**src/hdl/pbc_pkg.sv**
```systemverilog
// Package of the pinger bearing calculator: widths, register codes,
// the front-end handoff struct and the CORDIC arctangent table.
`default_nettype none
package pbc_pkg;

    localparam int ANGLE_BITS_DEF   = 16;
    localparam int CORDIC_STEPS_DEF = 16;

    // datapath width inside the CORDIC: 34-bit operands, pre-rotation and gain headroom
    localparam int CORDIC_W = 36;

    localparam int CFG_ADDR_W = 3;
    localparam int CFG_DATA_W = 32;

    localparam logic [CFG_ADDR_W-1:0] REG_A_X = 3'd0;
    localparam logic [CFG_ADDR_W-1:0] REG_A_Y = 3'd1;
    localparam logic [CFG_ADDR_W-1:0] REG_B_X = 3'd2;
    localparam logic [CFG_ADDR_W-1:0] REG_B_Y = 3'd3;
    localparam logic [CFG_ADDR_W-1:0] REG_SEL = 3'd4;

    localparam logic [1:0] SEL_NONE = 2'd0;
    localparam logic [1:0] SEL_A    = 2'd1;
    localparam logic [1:0] SEL_B    = 2'd2;

    // atan(2^-i) in units of 2^-32 of a circle
    localparam logic [31:0] ATAN_TAB [32] = '{
        32'h20000000, 32'h12E4051E, 32'h09FB385B, 32'h051111D4, 32'h028B0D43,
        32'h0145D7E1, 32'h00A2F61E, 32'h00517C55, 32'h0028BE53, 32'h00145F2F,
        32'h000A2F98, 32'h000517CC, 32'h00028BE6, 32'h000145F3, 32'h0000A2FA,
        32'h0000517D, 32'h000028BE, 32'h0000145F, 32'h00000A30, 32'h00000518,
        32'h0000028C, 32'h00000146, 32'h000000A3, 32'h00000051, 32'h00000029,
        32'h00000014, 32'h0000000A, 32'h00000005, 32'h00000003, 32'h00000001,
        32'h00000001, 32'h00000000
    };

    // table entry rounded to an ab-bit circle
    function automatic logic [31:0] atan_entry(input int unsigned i, input int unsigned ab);
        logic [31:0] t;
        logic [32:0] r;
        int unsigned s;
        t = ATAN_TAB[i[4:0]];
        s = 32 - ab;
        if (s == 0) begin
            return t;
        end
        r = {1'b0, t} + (33'd1 << (s - 1));
        return 32'(r >> s);
    endfunction

    // front end to CORDIC handoff
    typedef struct packed {
        logic                       ok;   // a pinger is selected
        logic signed [CORDIC_W-1:0] bx;   // bearing vector x
        logic signed [CORDIC_W-1:0] by;   // bearing vector y
        logic signed [CORDIC_W-1:0] yx;   // yaw vector x (cos term)
        logic signed [CORDIC_W-1:0] yy;   // yaw vector y (sin term)
    } t_front;

endpackage
`default_nettype wire

```
**src/hdl/pbc_front.sv**
```systemverilog
// Front end: configuration registers, position difference and quaternion
// products (stage 1), yaw operand sums (stage 2). Uses pbc_pkg.
`default_nettype none
module pbc_front (
    input  wire                                 i_clk,
    input  wire                                 i_rst_n,
    input  wire                                 i_en,
    input  wire                                 i_cfg_wr_en,
    input  wire        [pbc_pkg::CFG_ADDR_W-1:0] i_cfg_addr,
    input  wire        [pbc_pkg::CFG_DATA_W-1:0] i_cfg_data,
    input  wire signed [31:0]                   i_pos_x,
    input  wire signed [31:0]                   i_pos_y,
    input  wire signed [15:0]                   i_quat_w,
    input  wire signed [15:0]                   i_quat_x,
    input  wire signed [15:0]                   i_quat_y,
    input  wire signed [15:0]                   i_quat_z,
    output pbc_pkg::t_front                     o_front
);
    localparam int CW = pbc_pkg::CORDIC_W;

    logic signed [31:0] r_a_x, r_a_y, r_b_x, r_b_y;
    logic        [1:0]  r_sel;

    always_ff @(posedge i_clk) begin
        if (!i_rst_n) begin
            r_a_x <= '0;
            r_a_y <= '0;
            r_b_x <= '0;
            r_b_y <= '0;
            r_sel <= pbc_pkg::SEL_A;
        end else if (i_cfg_wr_en) begin
            case (i_cfg_addr)
                pbc_pkg::REG_A_X: r_a_x <= i_cfg_data;
                pbc_pkg::REG_A_Y: r_a_y <= i_cfg_data;
                pbc_pkg::REG_B_X: r_b_x <= i_cfg_data;
                pbc_pkg::REG_B_Y: r_b_y <= i_cfg_data;
                pbc_pkg::REG_SEL: r_sel <= i_cfg_data[1:0];
                default: ;
            endcase
        end
    end

    // stage 1
    logic signed [31:0] tgt_x, tgt_y;
    logic               sel_ok;
    logic signed [32:0] r_dx, r_dy;
    logic signed [31:0] r_wz, r_xy, r_yy, r_zz;
    logic               r_ok1;

    always_comb begin
        sel_ok = (r_sel == pbc_pkg::SEL_A) || (r_sel == pbc_pkg::SEL_B);
        tgt_x  = (r_sel == pbc_pkg::SEL_B) ? r_b_x : r_a_x;
        tgt_y  = (r_sel == pbc_pkg::SEL_B) ? r_b_y : r_a_y;
    end

    always_ff @(posedge i_clk) begin
        if (i_en) begin
            r_dx  <= $signed({tgt_x[31], tgt_x}) - $signed({i_pos_x[31], i_pos_x});
            r_dy  <= $signed({tgt_y[31], tgt_y}) - $signed({i_pos_y[31], i_pos_y});
            r_wz  <= i_quat_w * i_quat_z;
            r_xy  <= i_quat_x * i_quat_y;
            r_yy  <= i_quat_y * i_quat_y;
            r_zz  <= i_quat_z * i_quat_z;
            r_ok1 <= sel_ok;
        end
    end

    // stage 2: siny = 2(wz+xy), cosy = 2^28 - 2(yy+zz)
    logic signed [CW-1:0] n_sin, n_cos;
    pbc_pkg::t_front      r_front;

    always_comb begin
        n_sin = (CW'(r_wz) + CW'(r_xy)) <<< 1;
        n_cos = (CW'(1) <<< 28) - ((CW'(r_yy) + CW'(r_zz)) <<< 1);
    end

    always_ff @(posedge i_clk) begin
        if (i_en) begin
            r_front.ok <= r_ok1;
            r_front.bx <= CW'(r_dx);
            r_front.by <= CW'(r_dy);
            r_front.yx <= n_cos;
            r_front.yy <= n_sin;
        end
    end

    assign o_front = r_front;
endmodule
`default_nettype wire

```
**config.mk**
```make
export PLATFORM = sky130hd
export DESIGN_NAME = pbc_front
export DESIGN_NICKNAME = d
export VERILOG_FILES = /design/src/hdl/pbc_pkg.sv /design/src/hdl/pbc_front.sv
export SDC_FILE = /design/constraint.sdc
export NUM_CORES = 2
export LEC_CHECK = 0
export BUFFER_PORTS_ARGS = -buffer_cell sky130_fd_sc_hd__buf_2
export CORE_MARGIN = 1.5
export CORE_UTILIZATION = 46
export DETAILED_ROUTE_END_ITERATION = 6
export SLEW_MARGIN = 0
export SYNTH_ARGS = -nofsm -noshare
export SYNTH_HDL_FRONTEND = slang
export SYNTH_SLANG_ARGS = --single-unit
```
**constraint.sdc**
```tcl
create_clock -name i_clk -period 21.4 [get_ports i_clk]
set_input_delay 4.28 -clock i_clk [delete_from_list [all_inputs] [get_ports i_clk]]
set_output_delay 4.28 -clock i_clk [all_outputs]
set_load 0.03 [all_outputs]
```
Word level (Yosys, flattened, before mapping)
Cells that the tools add are included.
W data, S select, Z words.
{ "op_classes": {"eq_ne": 6, "mux": 2, "mul": 4, "add_sub_neg": 5, "reduce_logical": 7} }
{ "op_table": {"columns": ["operator", "n"], "rows": [
  ["$mul A16 B16 Y32", 4],
  ["$add A32 B32 Y33", 2],
  ["$sub A32 B32 Y33", 2],
  ["$mux W32", 2],
  ["$sub A30 B34 Y35 const A", 1],
  ["$reduce_and A2 Y1", 5],
  ["$eq A3 B2 Y1 const B", 2],
  ["$eq A3 B1 Y1 const B", 1],
  ["$eq A3 B3 Y1 const B", 1],
  ["$logic_not A3 Y1", 1],
  ["$eq A2 B1 Y1 const B", 1],
  ["$eq A2 B2 Y1 const B", 1],
  ["$logic_or A1 B1 Y1", 1]
]} }
{ "word_totals": {"out_inout_bits": 145, "in_bits": 167, "regBits": 463} }

Depth between registers and ports, before layout
{ "depth": {"ltp_word": 3, "ltp_mapped": 27, "depth_no_buf": 25} }

Worst setup path before layout
OpenSTA, ideal clock, no wires.
{ "synth_timing": {"path_kind": "input -> register", "startpoint": "input port i_quat_z[7]", "endpoint": "register r_wz[29] (data pin)", "setup_slack_ns": 10.871, "cell_stages": 26, "n_path_buf": 2, "arrival_time_ns": 10.271, "required_time_ns": 21.142, "cell_sequence": "clkbuf_1 -> clkbuf_1 -> nand2_1 -> fa_1 -> inv_1 -> fa_1 -> inv_1 -> fa_1 -> inv_1 -> fa_1 -> fa_1 -> inv_1 -> fa_1 -> inv_1 -> ha_1 -> a21o_1 -> a21o_1 -> a21o_1 -> nor2_1 -> a21oi_1 -> and3_1 -> o21a_1 -> a221o_1 -> a211o_1 -> a21oi_1 -> xnor2_1"} }
{ "synth_between": {"elab_chain_len": 1} }
{ "synth_lines": {"columns": ["item", "line", "source"], "rows": [
  ["start: declaration", "pbc_front.sv:16", "input wire signed [15:0] i_quat_z,"],
  ["$mul A16 B16 Y32", "pbc_front.sv:60", "r_wz <= i_quat_w * i_quat_z;"],
  ["end signal: assignment", "pbc_front.sv:60", null],
  ["end: declaration", "pbc_front.sv:47", "logic signed [31:0] r_wz, r_xy, r_yy, r_zz;"]
]} }
Every way passes these cells.
A chain may end at the register's enable or synchronous reset.

Worst setup path in the final report
{ "layout_timing": {"startpoint": "input port i_quat_y[3]", "endpoint": "register r_yy[30] (data pin)"} }
{ "layout_between": {"elab_chain_len": 1} }
{ "layout_lines": {"columns": ["item", "line", "source"], "rows": [
  ["start: declaration", "pbc_front.sv:15", "input wire signed [15:0] i_quat_y,"],
  ["$mul A16 B16 Y32", "pbc_front.sv:62", "r_yy <= i_quat_y * i_quat_y;"],
  ["end signal: assignment", "pbc_front.sv:62", null],
  ["end: declaration", "pbc_front.sv:47", null]
]} }
Every way passes these cells.

==> results.cfg <==
[status]
outcome = finished, final reports clean

[drt]
drt-initial-drc-count = 2280
wl_um = 142000
wire_per_inst_um = 17.5
drcViolationCount = 0
ant_nets = 0
avgViaCountPerCell = 5.03
drt-pass1-iter-count = 5
vias = 40800

[sta]
fin_crit_sh = 0.500
tightest_slew_ns = 1.16
slew_headroom = 0.230
fmax_mhz = 93.4
tns_ns = 0
slew_violations = 0
layout_min_cycle_time_ns = 10.71
setup_viol = 0
rsz0062_at_grt = no
skew_ns = 0.0397
hold_viol_final = 0

[clocking]
root_buffer = clkbuf_16
cts.sinks = 457
h-tree-depth = 2
cts_hold_buf = 0
cts_resized = 0
clk_latency_ns = 0.65
clk_pin_slew_ns = 0.06
cts_inserted_buffers = 51
cts_setup_buffers = 0
clk_path_buf_depth = 3
cts_tree = built

[cells_and_area]
final_cell_mix = inv_1, fa_1, nand2_1
n_fill_cell = 12100
syn2layout_area_growth_pct = 7.98
final_nets = 7944
final_common_cell = inv_1
drive_gt1_frac = 0.0803

[global_routing]
track_usage = 0.222
overflow = 0
grt_start_max_net_pins = 131
grt_pass1_vias = 43600
antenna_found_initial = 13
grt_pass1_wl_um = 233000

[logic_synthesis]
synth-compound-area-share = 0.0842
synth-main-ff-cell = edfxtp_1
synthArstFlopShare = 0
synth-adder-area-share = 0.433
synth_mux_area_frac = 0.0131
synth_edf_count = 327
ys_ff_latch = 457
synth_area_sq_mm = 0.0598
synthXorXnorAreaFrac = 0.0413
ys_warn_count = 0
synth_top_family_by_area = adder cells
avgSynthCellArea_sq_um = 9.74
synth-simple-area-share = 0.121
ys_types = 85
syn_inst = 6141
yosysSeqAreaShare = 0.208

[min_path]
hp-class = reg -> reg
hold_depth = 0

[die]
die_w_um = 364
core_sq_mm = 0.129
num_io_pins = 312
dieArea_sq_mm = 0.132
rows = 132
die_y_um = 364
initial_core_util = 0.463

[placement]
gp_congestion = 0.872
dp_hpwl_um = 113000
portBuffers = 309

[setup_path]
arrival_ns = 11.06
path_buf_inv = 4
cp-end-kind = flop
crit_slowest_cell = o311ai_0
cp.required_ns = 21.75
crit_fanout = 32
path_depth = 22
rr_worst_depth = 18
crit_top_cell = fa_1
critical_path_class = in -> reg
cpPeakStageDelay_ns = 0.69
critPathTopFamily = adder cells
crit_path_start_kind = input port
crit_chain = buf_2 > inv_1 > nor2_1 > fa_1 > inv_1 > fa_1 > fa_1 > fa_1 > inv_1 > fa_1 > fa_1 > ha_1 > and3_1 > a21oi_1 > o21ai_0 > a31oi_1 > o311ai_0 > a211o_1 > o21ai_0 > o21a_1 > a211oi_1 > xor2_1

[job]
drv_cap = 0
metrics by stage:
stage	hold WS (ns)	setup slack [ns]	std cells	instance area, sq um	utilization
after global placement	0.401	10.16	7995	62800	0.486
after floorplan	0.400	10.87	6142	59800	-
after global routing	0.421	10.34	8095	64600	0.499
after detailed placement	0.405	10.06	7995	62800	0.486
after CTS	0.418	10.75	8091	64600	0.499
final	0.416	10.69	8098	64600	0.499
final timing paths:
check	slack, ns	endpoint	startpoint
min	0.42	o_front[80]	r_dy[8]
min reg2reg	0.42	o_front[80]	r_dy[8]
max	10.69	r_yy[30]	i_quat_y[3]
max reg2reg	16.03	r_dy[28]	r_sel[0]
worst reg2reg max path: stages, from the launching register on:
cell and delay, ns:
dfxtp_1 0.29, inv_1 0.07, ha_2 0.41, buf_4 0.69, mux2i_1 0.39, ha_1 0.22, inv_1 0.06, fa_1 0.42
a21o_1 0.19, a21oi_1 0.21, o21bai_1 0.10, a21oi_1 0.34, a2111oi_0 0.26, o2111ai_1 0.35, nand2_1 0.16, a2111oi_0 0.54
o21bai_1 0.17, a21oi_1 0.20, xnor2_1 0.08
Yosys cell counts (26+ instances only):
cell type | number | area [sq um]
and2_1 | 329 | 2060
nor2b_1 | 31 | 194
nand2b_1 | 54 | 338
a21o_1 | 97 | 728
fa_1 | 996 | 19900
xor2_1 | 73 | 639
nor2_1 | 194 | 728
xnor2_1 | 209 | 1830
nor3_1 | 44 | 220
ha_1 | 475 | 5940
o21bai_1 | 31 | 233
a21oi_1 | 187 | 936
nand2_1 | 751 | 2820
o21ai_0 | 103 | 515
a21boi_0 | 140 | 1050
nand3_1 | 42 | 210
o21a_1 | 31 | 233
edfxtp_1 | 327 | 9820
mux2_2 | 63 | 709
inv_1 | 1353 | 5080
and3_1 | 26 | 163
dfxtp_1 | 130 | 2600
clkbuf_1 | 190 | 713
cells by family (layout without fill, tap and decap cells):
family          Yosys count  in the layout
other cells               1              9
xor+xnor                282            282
compound gates          748            748
flops                   457            457
fa+ha+maj              1473           1473
simple gates           1545           1545
mux                      70             70
buf+inv                1565           1772
area by class of cell:
cell class | instances | area [sq um] | area share
antenna | 7 | 17.5 | 0.000271
clock buffer | 69 | 1420 | 0.0219
clock inverter | 27 | 343 | 0.00531
inverter | 1355 | 5090 | 0.0788
multi-input combinational | 4120 | 41500 | 0.642
sequential | 457 | 12400 | 0.192
tap | 1742 | 2180 | 0.0337
timing repair buffer | 321 | 1650 | 0.0255
sequential cells by signal (all words and copies together), names as in the netlist:
register / cells
r_a_x: 32
r_zz: 31
r_sel: 2
r_ok1: 1
r_dx: 33
r_b_x: 32
o_front: 134
r_b_y: 32
r_xy: 32
r_dy: 33
r_a_y: 32
r_wz: 32
r_yy: 31
layer usage:
layer | vias up | track usage | share of wire
met5 | - | 0 | 0.00059
li1 | 19400 | - | -
met1 | 20300 | 0.288 | 0.43
met4 | 14 | 0.0624 | 0.030
met2 | 837 | 0.395 | 0.50
met3 | 195 | 0.0214 | 0.038
Power is left out: the tool's default activity adds up to more than one toggle a clock period on the data nets, which glitch-free logic cannot reach.
