File: config.mk
export PLATFORM = sky130hd
export DESIGN_NAME = pbc_cordic
export DESIGN_NICKNAME = d
export VERILOG_FILES = /design/src/hdl/pbc_pkg.sv /design/src/hdl/pbc_cordic.sv
export SDC_FILE = /design/constraint.sdc
export NUM_CORES = 2
export LEC_CHECK = 0
export BUFFER_PORTS_ARGS = -buffer_cell sky130_fd_sc_hd__buf_2
export CORE_MARGIN = 5
export CORE_UTILIZATION = 44
export CTS_CLUSTER_DIAMETER = 50
export CTS_CLUSTER_SIZE = 10
export DETAILED_ROUTE_END_ITERATION = 10
export SETUP_SLACK_MARGIN = 0.3
export SLEW_MARGIN = 40
export SYNTH_ARGS = -nofsm -noshare
export SYNTH_HDL_FRONTEND = slang
export SYNTH_SLANG_ARGS = --single-unit
export TNS_END_PERCENT = 30
File: constraint.sdc
create_clock -name i_clk -period 6.1 [get_ports i_clk]
set_input_delay 0.915 -clock i_clk [delete_from_list [all_inputs] [get_ports i_clk]]
set_output_delay 0.915 -clock i_clk [all_outputs]
set_load 0.01 [all_outputs]
File: src/hdl/pbc_pkg.sv
// Package of the pinger bearing calculator: widths, register codes,
// the front-end handoff struct and the CORDIC arctangent table.
`default_nettype none
package pbc_pkg;

    localparam int ANGLE_BITS_DEF   = 16;
    localparam int CORDIC_STEPS_DEF = 16;

    // datapath width inside the CORDIC: 34-bit operands, pre-rotation and gain headroom
    localparam int CORDIC_W = 36;

    localparam int CFG_ADDR_W = 3;
    localparam int CFG_DATA_W = 32;

    localparam logic [CFG_ADDR_W-1:0] REG_A_X = 3'd0;
    localparam logic [CFG_ADDR_W-1:0] REG_A_Y = 3'd1;
    localparam logic [CFG_ADDR_W-1:0] REG_B_X = 3'd2;
    localparam logic [CFG_ADDR_W-1:0] REG_B_Y = 3'd3;
    localparam logic [CFG_ADDR_W-1:0] REG_SEL = 3'd4;

    localparam logic [1:0] SEL_NONE = 2'd0;
    localparam logic [1:0] SEL_A    = 2'd1;
    localparam logic [1:0] SEL_B    = 2'd2;

    // atan(2^-i) in units of 2^-32 of a circle
    localparam logic [31:0] ATAN_TAB [32] = '{
        32'h20000000, 32'h12E4051E, 32'h09FB385B, 32'h051111D4, 32'h028B0D43,
        32'h0145D7E1, 32'h00A2F61E, 32'h00517C55, 32'h0028BE53, 32'h00145F2F,
        32'h000A2F98, 32'h000517CC, 32'h00028BE6, 32'h000145F3, 32'h0000A2FA,
        32'h0000517D, 32'h000028BE, 32'h0000145F, 32'h00000A30, 32'h00000518,
        32'h0000028C, 32'h00000146, 32'h000000A3, 32'h00000051, 32'h00000029,
        32'h00000014, 32'h0000000A, 32'h00000005, 32'h00000003, 32'h00000001,
        32'h00000001, 32'h00000000
    };

    // table entry rounded to an ab-bit circle
    function automatic logic [31:0] atan_entry(input int unsigned i, input int unsigned ab);
        logic [31:0] t;
        logic [32:0] r;
        int unsigned s;
        t = ATAN_TAB[i[4:0]];
        s = 32 - ab;
        if (s == 0) begin
            return t;
        end
        r = {1'b0, t} + (33'd1 << (s - 1));
        return 32'(r >> s);
    endfunction

    // front end to CORDIC handoff
    typedef struct packed {
        logic                       ok;   // a pinger is selected
        logic signed [CORDIC_W-1:0] bx;   // bearing vector x
        logic signed [CORDIC_W-1:0] by;   // bearing vector y
        logic signed [CORDIC_W-1:0] yx;   // yaw vector x (cos term)
        logic signed [CORDIC_W-1:0] yy;   // yaw vector y (sin term)
    } t_front;

endpackage
`default_nettype wire

File: src/hdl/pbc_cordic.sv
// Pipelined vectoring CORDIC: atan2(y, x) as a binary angle, one stage for
// the half-turn pre-rotation and one per step. Uses pbc_pkg.
`default_nettype none
module pbc_cordic #(
    parameter int W     = pbc_pkg::CORDIC_W,
    parameter int AB    = pbc_pkg::ANGLE_BITS_DEF,
    parameter int STEPS = pbc_pkg::CORDIC_STEPS_DEF
) (
    input  wire                 i_clk,
    input  wire                 i_en,
    input  wire signed [W-1:0]  i_x,
    input  wire signed [W-1:0]  i_y,
    output logic       [AB-1:0] o_angle
);
    logic signed [W-1:0]  r_x    [STEPS+1];
    logic signed [W-1:0]  r_y    [STEPS+1];
    logic        [AB-1:0] r_z    [STEPS+1];
    logic                 r_zero [STEPS+1];

    // left half-plane: rotate by pi, start at half a circle
    always_ff @(posedge i_clk) begin
        if (i_en) begin
            r_zero[0] <= (i_x == '0) && (i_y == '0);
            if (i_x[W-1]) begin
                r_x[0] <= -i_x;
                r_y[0] <= -i_y;
                r_z[0] <= {1'b1, {(AB-1){1'b0}}};
            end else begin
                r_x[0] <= i_x;
                r_y[0] <= i_y;
                r_z[0] <= '0;
            end
        end
    end

    for (genvar i = 0; i < STEPS; i++) begin : g_step
        localparam logic [AB-1:0] TAB = AB'(pbc_pkg::atan_entry(i, AB));
        always_ff @(posedge i_clk) begin
            if (i_en) begin
                r_zero[i+1] <= r_zero[i];
                if (!r_y[i][W-1]) begin
                    r_x[i+1] <= r_x[i] + (r_y[i] >>> i);
                    r_y[i+1] <= r_y[i] - (r_x[i] >>> i);
                    r_z[i+1] <= r_z[i] + TAB;
                end else begin
                    r_x[i+1] <= r_x[i] - (r_y[i] >>> i);
                    r_y[i+1] <= r_y[i] + (r_x[i] >>> i);
                    r_z[i+1] <= r_z[i] - TAB;
                end
            end
        end
    end

    assign o_angle = r_zero[STEPS] ? '0 : r_z[STEPS];
endmodule
`default_nettype wire

# After elaboration in Yosys (flattened, before gate mapping)
# Memories as Yosys holds them, arrays and structs flattened.
# Cells that the tools add are included.
totals:
  reg_bits: 0
  ram_bits: 1513
  in_bits: 74
  wordCells: 309
  n_memories: 4
op_classes:
  n_addsub: 95
  n_mux: 156
  bitwise: 51
  n_reduce_logical: 3
mem_list:
  columns: ["name", "depth", "word_bits", "read_ports", "rd_clocked_by_memory_dff", "write_ports", "line_no", "rtl"]
  rows:
  - ["r_x", 17, 36, 16, 0, 17, "pbc_cordic.sv:15", "logic signed [W-1:0] r_x [STEPS+1];"]
  - ["r_y", 17, 36, 16, 0, 17, "pbc_cordic.sv:16", "logic signed [W-1:0] r_y [STEPS+1];"]
  - ["r_z", 17, 16, 17, 0, 17, "pbc_cordic.sv:17", "logic [AB-1:0] r_z [STEPS+1];"]
  - ["r_zero", 17, 1, 17, 0, 17, "pbc_cordic.sv:18", "logic r_zero [STEPS+1];"]
op_table:
  columns: ["op", "n"]
  rows:
  - ["36-bit two-way mux", 34]
  - ["16-bit two-way mux", 18]
  - ["1-bit two-way mux", 104]
  - ["36-bit by 21-bit adder with 36-bit output", 2]
  - ["36-bit by 22-bit adder with 36-bit output", 2]
  - ["36-bit by 23-bit adder with 36-bit output", 2]
  - ["36-bit by 24-bit adder with 36-bit output", 2]
  - ["36-bit by 25-bit adder with 36-bit output", 2]
  - ["36-bit by 26-bit adder with 36-bit output", 2]
  - ["36-bit by 27-bit adder with 36-bit output", 2]
  - ["36-bit by 28-bit adder with 36-bit output", 2]
  - ["36-bit by 29-bit adder with 36-bit output", 2]
  - ["36-bit by 30-bit adder with 36-bit output", 2]
  - ["36-bit by 31-bit adder with 36-bit output", 2]
  - ["36-bit by 32-bit adder with 36-bit output", 2]
  - ["36-bit by 33-bit adder with 36-bit output", 2]
  - ["36-bit by 34-bit adder with 36-bit output", 2]
  - ["36-bit by 35-bit adder with 36-bit output", 2]
  - ["36-bit logical NOT", 2]
  - ["36-bit negation", 2]
  - ["36-bit by 21-bit subtractor with 36-bit output", 2]
  - ["36-bit by 22-bit subtractor with 36-bit output", 2]
  - ["36-bit by 23-bit subtractor with 36-bit output", 2]
  - ["36-bit by 24-bit subtractor with 36-bit output", 2]
  - ["other kinds (43)", 107]

# Logic depth before layout (Yosys ltp)
logic_depth:
  ltp_word: 4
  mapped_depth: 22
  mapped_depth_nobuf: 22

# Worst setup path before layout
# No wires, ideal clock.
synth_timing:
  path_kind: "input-to-reg"
  startpoint: "input i_en"
  endpoint: "memory r_y[5][32] (netlist name), data pin"
  t_arrival_ps: 5056
  t_required_ps: 5834
  path_slack_ps: 778
  cell_stages: 19
  path_buffers: 3
  cell_sequence: "clkbuf_1 > clkbuf_1 > nand2_1 > clkinv_1 > clkbuf_1 > nor2_1 > xor2_1 > ha_1 > a211oi_1 > o21ai_0 > a211oi_1 > o31ai_1 > o21a_1 > nor2_1 > o21ai_1 > a221o_1 > a2111oi_0 > nor3_1 > xor2_1"
synth_lines:
  columns: ["element", "line_no", "rtl"]
  rows:
  - ["start, declared", "pbc_cordic.sv:10", "input wire i_en,"]
  - ["end, declared", "pbc_cordic.sv:16", null]

==> metrics <==
result of the run finished, final reports clean; setup repair after global routing missed its margin true; number of CTS-inserted buffers 188; met3 capacity usage during global routing 0.0285; row count ~180; clock slew at the register clock pins of the worst setup and hold paths about 50 ps; area of the multi-input gates 69800 um2; setup-violating endpoint count in the final report 0; slew margin rel. 0.448; starting DRC count in detailed routing 6257; critical path data arrival time 6230 ps; number of distinct library cells after synthesis 113; Die H 509 um; vias in the first global route 86.0k; starting density of the core 0.441; crit-path leading delay family simple AND/OR/NAND/NOR gates; first-pass GRT wire length 486 mm; Hold Fails Final Rpt 0; Worst Setup End Kind flop; RePlAce Congestion 0.958; clock tree root driver cell sky130_fd_sc_hd__clkbuf_16; max-cap violation count 0; Yosys Warn Count 0; number of buffers inserted by post-CTS setup repair 0; dominant synthesized flop cell sky130_fd_sc_hd__edfxtp_1; area of all sequential standard cells 36800 um2; Seq/Total Area, Yosys 0.337; Final TNS setup 0 ps; share of layout cells above drive strength 1 0.0523; Final min period approximately 5700 ps; final routed wirelength across all metal layers roughly 320 mm; Port-buffer cells 88; ports placed on the boundary 90; number of synthesized register bits 1227; CP Max Fanout 6; Mapped Avg Cell Area approximately 9.3 um2; required time worst endpoint 6680 ps; number of iterations in the first detailed-routing pass 8; routed vias 89.1k; maximum number of pins on one net before global-route repair 166; net count after synthesis 13.0k; path category of the worst min-delay check input pin to flop; maximum number of buffers from clock root to sink 3; total number of H-tree levels 4; Slew Viols, Final 0; vias per cell 5.84; Slowest Stage Delay on Critical Path ~590 ps; cells along the critical path or3_1 -> or3b_2 -> or2_2 -> nor3_1 -> nand2_1 -> nand2_1 -> xor2_1 -> ha_1 -> a21o_1 -> a21o_1 -> a21oi_1 -> or4b_2 -> o21ai_0 -> o21ai_1 -> a22oi_1 -> o21ai_0 -> a21oi_1 -> xnor2_1; Die ar. 259000 um2; DRC Markers 0; share of flip-flops with an asynchronous set or reset after synthesis 0; Antenna Violating Nets Remaining 0; worst skew pair latency 830 ps; area delta synth->final 9.48%; number of buffer and inverter stages on the critical path 0; GR peak layer met2; final routed wire length divided by cell count 20.6 um; slowest library cell on the worst path sky130_fd_sc_hd__or4b_2; transition at the pin with the smallest max-transition slack 820 ps; Filler cells 23.4k; antenna violations before repair 4; timing-limited maximum frequency 0.177 GHz; EDFF count, synth 1227; area inside the core boundary 248000 um2; post-place setup slack 482 ps; fraction of met2 tracks used by global routing 0.417; clock tree sinks 1227; category of the worst setup path launch point flop; Mapped Cells between 10k and 15k; Tcrit/Tclk final 0.927; Overflow after GRT 0; final worst setup slack ~450 ps; met1 track demand over resource in global routing 0.291; post-synth design cell area 109000 um2; skew final just under 30 ps; placed wire-length estimate after detailed placement 255 mm; category of the most critical setup path flop to flop; TritonCTS clock tree built; global-route usage over all layers 0.234; layout net count between 10k and 15k; hold buffers post-CTS 0; width of the die 509 um
## synthesized netlist by cell type, types with 91 or more instances
library cell,instances,area share
sky130_fd_sc_hd__a21oi_1,1123,0.051
sky130_fd_sc_hd__o31ai_1,137,0.0094
sky130_fd_sc_hd__a21o_1,503,0.034
sky130_fd_sc_hd__inv_1,470,0.016
sky130_fd_sc_hd__ha_1,1198,0.14
sky130_fd_sc_hd__o21ai_0,780,0.036
sky130_fd_sc_hd__nand2_1,645,0.022
sky130_fd_sc_hd__nor2b_1,233,0.013
sky130_fd_sc_hd__nor2_1,927,0.032
sky130_fd_sc_hd__nor3_1,283,0.013
sky130_fd_sc_hd__o21a_1,200,0.014
sky130_fd_sc_hd__a211oi_1,91,0.0062
sky130_fd_sc_hd__o21bai_1,145,0.0099
sky130_fd_sc_hd__edfxtp_1,1227,0.34
sky130_fd_sc_hd__nand2b_1,237,0.014
sky130_fd_sc_hd__and3_1,93,0.0053
sky130_fd_sc_hd__nor4_1,93,0.0053
sky130_fd_sc_hd__clkbuf_1,255,0.0087
sky130_fd_sc_hd__nand3_1,150,0.0069
sky130_fd_sc_hd__xnor2_1,1067,0.085
sky130_fd_sc_hd__xor2_1,625,0.050
## per-layer routing
metal / vias up / part of all wire
met5: - / 0.000086
met4: 4 / 0.040
met3: 568 / 0.046
met2: 2272 / 0.49
met1: 42800 / 0.42
li1: 43500 / -
## worst register-to-register path: stages, from the launching register on
cell and delay [ps]:
sky130_fd_sc_hd__edfxtp_1 460, sky130_fd_sc_hd__or3_1 400, sky130_fd_sc_hd__or3b_2 490, sky130_fd_sc_hd__or2_2 340, sky130_fd_sc_hd__nor3_1 350, sky130_fd_sc_hd__nand2_1 170, sky130_fd_sc_hd__nand2_1 110, sky130_fd_sc_hd__xor2_1 160
sky130_fd_sc_hd__ha_1 310, sky130_fd_sc_hd__a21o_1 180, sky130_fd_sc_hd__a21o_1 160, sky130_fd_sc_hd__a21oi_1 170, sky130_fd_sc_hd__or4b_2 590, sky130_fd_sc_hd__o21ai_0 400, sky130_fd_sc_hd__o21ai_1 250, sky130_fd_sc_hd__a22oi_1 390
sky130_fd_sc_hd__o21ai_0 170, sky130_fd_sc_hd__a21oi_1 200, sky130_fd_sc_hd__xnor2_1 90
## state kept, by name, indices dropped and copies added (netlist names)
name    cells
r_y       504
r_x       491
r_zero     17
r_z       215
## repair_timing
action,4_1_cts,5_1_grt
resized for setup,0,2
hold endpoints to repair,0,0
endpoints found under the setup margin,0,4
## cell type report
type | count | share of cell area
diodes | 2 | 0.0000417
clock buffers | 204 | 0.0401
clock inverters | 107 | 0.00984
inverters | 484 | 0.0152
multi-input cells | 9742 | 0.582
flip-flops and latches | 1227 | 0.307
well taps | 3330 | 0.0348
repair buffers | 178 | 0.0106
## cells in the final DEF (no fill, tap or decap), types with 79 or more instances in the layout
cell type                      n
sky130_fd_sc_hd__o21ai_0     780
sky130_fd_sc_hd__nor3_1      283
sky130_fd_sc_hd__nand3_1     150
sky130_fd_sc_hd__nand2b_1    237
sky130_fd_sc_hd__nand2_1     643
sky130_fd_sc_hd__buf_2        87
sky130_fd_sc_hd__a21o_1      503
sky130_fd_sc_hd__nor2b_1     232
sky130_fd_sc_hd__o21a_1      200
sky130_fd_sc_hd__or3_1        88
sky130_fd_sc_hd__xnor2_1    1066
sky130_fd_sc_hd__o31ai_1     136
sky130_fd_sc_hd__and3_1       93
sky130_fd_sc_hd__nor4_1       89
sky130_fd_sc_hd__inv_1       470
sky130_fd_sc_hd__o21bai_1    145
sky130_fd_sc_hd__a31oi_1      79
sky130_fd_sc_hd__edfxtp_1   1227
sky130_fd_sc_hd__clkbuf_16   190
sky130_fd_sc_hd__nand4_1      84
sky130_fd_sc_hd__xor2_1      625
sky130_fd_sc_hd__nor2_1      927
sky130_fd_sc_hd__ha_1       1198
sky130_fd_sc_hd__o41ai_1      87
sky130_fd_sc_hd__a211oi_1     91
sky130_fd_sc_hd__a21oi_1    1123
## cells by family after synthesis
group | share of synthesized area
AOI/OAI and AO/OA | 0.210
and+or+nand+nor | 0.143
xor gates and xnor gates | 0.135
adders and majority gates | 0.144
DFF | 0.337
buffers and inverters | 0.0268
muxes | 0.00518
other | 0.0000342
## metrics by stage
stage	hold WS, ps	cell area (um2)	utilization	cells
floorplan	400	109000	-	11700
CTS	211	120000	0.483	15300
global route	237	120000	0.483	15300
finish	291	120000	0.483	15300
global placement	402	114000	0.458	15000
detailed placement	405	114000	0.459	15000
## final timing paths
check,slack (ps),end,depth (start not counted),from
setup / recovery,450,r_x[2][35]$_DFFE_PP_,18,r_y[1][4]$_DFFE_PP_
hold / removal,290,r_x[0][0]$_DFFE_PP_,1,i_x[0]
setup reg to reg,450,r_x[2][35]$_DFFE_PP_,18,r_y[1][4]$_DFFE_PP_
hold reg to reg,420,r_z[16][5]$_DFFE_PP_,0,r_z[15][5]$_DFFE_PP_
Power is not shown: default switching activity piles up to over one toggle a cycle in this logic, so the estimate is an artifact.
